[src/design/lbpm_ram.sv]
// Generic simple dual-port RAM with one write port and a registered read port.
// No dependencies.
`default_nettype none
module lbpm_ram #(
    parameter int WIDTH = 8,
    parameter int DEPTH = 64,
    localparam int AW = (DEPTH > 1) ? $clog2(DEPTH) : 1
) (
    input  wire logic             aclk,
    input  wire logic             wr_en,
    input  wire logic [AW-1:0]    wr_addr,
    input  wire logic [WIDTH-1:0] wr_data,
    input  wire logic [AW-1:0]    rd_addr,
    output logic      [WIDTH-1:0] rd_data
);

    logic [WIDTH-1:0] mem_reg [DEPTH];

    // Write port and registered read.
    always_ff @(posedge aclk) begin
        if (wr_en) begin
            mem_reg[wr_addr] <= wr_data;
        end
        rd_data <= mem_reg[rd_addr];
    end

endmodule
`default_nettype wire

[config.mk]
export PLATFORM = sky130hd
export DESIGN_NAME = lbpm_ram
export DESIGN_NICKNAME = d
export VERILOG_FILES = /design/src/design/lbpm_ram.sv
export SDC_FILE = /design/constraint.sdc
export NUM_CORES = 1
export LEC_CHECK = 0
export BUFFER_PORTS_ARGS = -buffer_cell sky130_fd_sc_hd__buf_2
export CORE_MARGIN = 2
export CORE_UTILIZATION = 45
export CTS_BUF_LIST = sky130_fd_sc_hd__clkbuf_16
export CTS_CLUSTER_DIAMETER = 100
export CTS_CLUSTER_SIZE = 20
export DETAILED_ROUTE_END_ITERATION = 6
export SETUP_SLACK_MARGIN = 0.3
export SLEW_MARGIN = 20
export SYNTH_ARGS = -nofsm -noshare
export SYNTH_HDL_FRONTEND = slang
export SYNTH_SLANG_ARGS = --single-unit
export TNS_END_PERCENT = 50
[constraint.sdc]
create_clock -name aclk -period 2.2 [get_ports aclk]
set_input_delay 0.33 -clock aclk [delete_from_list [all_inputs] [get_ports aclk]]
set_output_delay 0.33 -clock aclk [all_outputs]
set_load 0.03 [all_outputs]
# Word-level counts from Yosys, hierarchy flattened
# Memory sizes are Yosys's and may differ from the RTL's. A register that Yosys moved wholly into a read port is not among the register bits.
# Index checks and enable logic that the tools add are counted.
[classes]
mux = 2
[ops]
columns = ["operator", "count"]
rows = [
  ["$mux 1", 2],
]
[word_totals]
memories = 1
reg_bits = 0
out_inout_bits = 8
mem_bits_rw = 512
elab_cells = 3
in_bits = 22
[mem_list]
columns = ["name", "words", "word_bits", "rd", "rd_clocked_by_memory_dff", "wr", "line", "rtl"]
rows = [
  ["mem_reg", 64, 8, 1, 1, 1, "17", "logic [WIDTH-1:0] mem_reg [DEPTH];"],
]

# Logic depth before layout (Yosys ltp)
[depth]
depth_word = 2
depth_mapped = 9
depth_no_buf = 5

# Least setup slack after synthesis
# OpenSTA, ideal clock, no wires.
[synth_path]
path_type = "input to register"
startpoint = "input port rd_addr[1]"
endpoint = "register rd_data[3], read port of mem_reg"
t_required_ns = 2.072
t_arrival_ns = 1.870
path_slack_ns = 0.202
setup_ns = 0.128
path_stages = 7
path_cell_list = "buf_4 > buf_2 > buf_2 > mux4_2 > mux4_2 > o21ai_1 > o41ai_1"
[synth_lines]
columns = ["item", "line", "rtl"]
rows = [
  ["start: declaration", "13", "input wire logic [AW-1:0] rd_addr,"],
  ["end: declaration", "14", "output logic [WIDTH-1:0] rd_data"],
]

==> summary.md <==
* DIE AREA: 0.0465 mm^2
* effective utilization at floorplan: 45.6%
* number of routed nets with antenna violations: 0
* wire length after detailed routing: 46000 um
* clk_skew: 0.0234 ns
* final RePlAce weighted congestion: 0.809
* clock insertion delay at the later pin of the skew report: 0.59 ns
* category of the most critical setup path: flop to flop
* post-synth cell types: 40
* final period demand of the worst path: 1.94 ns
* worst setup slack before clock tree synthesis: -0.409 ns
* dpl hpwl: 31200 um
* syn nets: 962
* static leakage power: 7.42 nW
* die boundary width: 216 um
* arrival time of data at the critical path endpoint: 2.39 ns
* Layout fillers: 3471
* CTS max path bufs: 3
* post-synthesis sequential area ratio: 77.0%
* mean post-synth cell area: 21.5 um^2
* crit path max fanout: 1
* final global-route overflow total: 0
* P&R area growth vs syn: 13.9%
* CTS tree: yes
* Setup crit start kind: flop
* average via count per standard cell: 5.69
* # clock sinks: 520
* Final Cycle Share: 88.3%
* clock transition time at the flip-flop clock pins of the worst setup and hold paths: 0.09 ns
* post-route insts no fill: 1717
* hold-fix buffer count after cts: 0
* Root Driver: sky130_fd_sc_hd__clkbuf_16
* number of diodes: 0
* remaining design rule violation count: 0
* number of failing hold endpoints at the final stage: 0
* power per standard cell area: 764 mW/mm^2
* Peak VDD IR: 0.000508 V
* DRC violation total after the first TritonRoute iteration: 1051
* smallest setup slack after layout: 0.258 ns
* total setup violations reported at the end of the flow: 0
* count of boundary I/O pins: 30
* All-Layer GR Usage: 20.2%
* RSZ-0062 raised after global routing: true
* CTS buffer count: 29
* quantity of I/O buffers inserted on ports: 29
* worst-path cell with the longest stage delay: sky130_fd_sc_hd__mux4_2
* transition time at the pin with the least slew margin: 0.651 ns
* final core utilization: 51.9%
* number of slew-limit violations in the final report: 0
* number of flip-flops under the largest register name: 512
* Cell Count Post-Placement: 1668
* capturing element type of the critical path: flop
* FP Rows: 77
* first-pass iteration count of the detailed router: 5
* cell class contributing the biggest share of worst-path delay: multiplexers
* worst min path class: input pin to flop
* vias: 9762
* number of max-cap violations: 0
* antenna violations before repair: 1
* WP buf/inv: 0
* Core Box Area: 0.0442 mm^2
* cell count after synthesis: 940
* largest net degree at the start of global routing: 65
* outcome: complete, no violations
* maximum achievable frequency: 515 MHz
* Layout Nets: 1129
* internal reg-to-reg setup slack: 0.26 ns
* YS warnings: 0
* Post-CTS Setup Repair Bufs: 0
* delay of the slowest critical-path stage: 0.47 ns
* H-tree lvl count: 1
* headroom to the max-slew limit: 56.6%
* critical-path cell list: mux4_2 > mux2_2 > o221a_2 > nor3_4 > o32ai_1
* total of flip-flops plus latches after synthesis: 520
* share of cells above drive strength 1: 32.4%
* endpoint required time on the critical path: 2.65 ns
* global-route wire length before repair: 68100 um
* number of global-route vias before repair: 9946
* average routed wire per standard cell: 26.8 um
* vertical die dimension: 216 um
* synthesized cell area: 0.0202 mm^2
[area by class of cell]
type / count / area (um^2) / share of cell area [%]
tap: 592 / 741 / 3.23
clock buffer: 29 / 726 / 3.16
sequential: 520 / 15500 / 67.6
multi-input combinational: 369 / 4370 / 19.0
clock inverter: 20 / 75.1 / 0.327
timing repair buffer: 187 / 1520 / 6.64
[logic make-up (layout without fill, tap and decap cells)]
group | after synthesis | in the layout | synth area share [%]
muxes | 162 | 162 | 15.9
buffers and inverters | 51 | 236 | 1.57
DFF | 520 | 520 | 77.0
and+or+nand+nor | 153 | 153 | 3.39
AOI/OAI and AO/OA | 54 | 54 | 2.07
[cell usage after synthesis, drive strengths merged]
cell / instances / share of area [%]
o21ai: 4 / 0.099
mux4: 126 / 14
buf: 34 / 1.3
o41ai: 2 / 0.087
or3: 1 / 0.031
a2111oi: 2 / 0.087
edfxtp: 512 / 76
nand2b: 7 / 0.22
nor2b: 14 / 0.43
o221ai: 8 / 0.35
nor4: 2 / 0.062
nand3b: 3 / 0.11
o2bb2ai: 3 / 0.13
nand2: 19 / 0.35
o311ai: 1 / 0.043
nor3: 7 / 0.17
nand3: 13 / 0.32
a211oi: 4 / 0.15
mux2i: 23 / 1.1
nand4b: 1 / 0.043
o22ai: 8 / 0.25
nand4: 2 / 0.062
nor2: 83 / 1.5
a31oi: 1 / 0.031
clkbuf: 17 / 0.32
o221a: 2 / 0.11
dfxtp: 8 / 0.79
mux2: 13 / 0.73
a22oi: 3 / 0.11
a21oi: 3 / 0.074
o21a: 2 / 0.074
o32ai: 2 / 0.087
a221oi: 6 / 0.26
o2111ai: 3 / 0.13
and2: 1 / 0.031
[power by group]
group / switching, mW / total (mW) / internal (mW)
Clock: 3.00 / 5.38 / 2.38
Sequential: 0.0394 / 11.0 / 10.9
Combinational: 0.698 / 1.19 / 0.493
[routing by layer]
layer	GRT usage [%]	share of wire (%)
met4	5.61	2.6
met1	29.1	43
met3	2.78	5.9
met5	0	0.028
met2	32.6	49
[path summary, 6_finish.rpt]
kind / endpoint / start / cells after the start
worst max-delay path: rd_data[4]$_DFF_P_ / mem_reg[21][4]$_DFFE_PP_ / 5
worst min-delay path: mem_reg[49][5]$_DFFE_PP_ / wr_addr[1] / 2
worst max register to register: rd_data[4]$_DFF_P_ / mem_reg[21][4]$_DFFE_PP_ / 5
worst min register to register: rd_data[6]$_DFF_P_ / mem_reg[30][6]$_DFFE_PP_ / 3
[metrics by stage]
step / TNS [ns] / hold slack, ns / power [mW] / instance area [um^2]
2_1_floorplan: 0 / 0.429 / 11.8 / 20200
3_3_place_gp: -2.07 / 0.765 / 12.4 / 22100
3_5_place_dp: -2.11 / 0.787 / 12.4 / 22100
4_1_cts: 0 / 0.158 / 17.7 / 22900
5_1_grt: 0 / 0.182 / 18.1 / 23000
6_report: 0 / 0.193 / 17.6 / 23000
[cells in the final DEF, fill, tap and decap left out, types with 2 or more instances in the layout]
cell type                   instances
sky130_fd_sc_hd__buf_4            145
sky130_fd_sc_hd__a221oi_2           2
sky130_fd_sc_hd__nand2b_1           7
sky130_fd_sc_hd__clkbuf_16         29
sky130_fd_sc_hd__o2111ai_1          3
sky130_fd_sc_hd__nand2_1           19
sky130_fd_sc_hd__buf_12            14
sky130_fd_sc_hd__a211oi_1           4
sky130_fd_sc_hd__o22ai_1            8
sky130_fd_sc_hd__o221ai_1           8
sky130_fd_sc_hd__buf_2             26
sky130_fd_sc_hd__nand3b_1           3
sky130_fd_sc_hd__nor4_1             2
sky130_fd_sc_hd__nor2_2             2
sky130_fd_sc_hd__mux2_2            12
sky130_fd_sc_hd__nor2_1            81
sky130_fd_sc_hd__mux4_2           126
sky130_fd_sc_hd__a221oi_1           4
sky130_fd_sc_hd__nand3_1           13
sky130_fd_sc_hd__o2bb2ai_1          3
sky130_fd_sc_hd__o32ai_1            2
sky130_fd_sc_hd__nand4_1            2
sky130_fd_sc_hd__dfxtp_1            8
sky130_fd_sc_hd__a22oi_1            3
sky130_fd_sc_hd__o21a_1             2
sky130_fd_sc_hd__o41ai_1            2
sky130_fd_sc_hd__edfxtp_1         512
sky130_fd_sc_hd__o21ai_1            2
sky130_fd_sc_hd__mux2i_1           23
sky130_fd_sc_hd__nor3_1             5
sky130_fd_sc_hd__a21oi_1            3
sky130_fd_sc_hd__inv_1             20
sky130_fd_sc_hd__nor2b_1           14
[repair_timing]
action                                  CTS  global route
pin swaps                                 1             0
cloned                                    0             0
resized for setup                         8             5
endpoints found under the setup margin    6             7
Power figures use the tool's default switching activity.
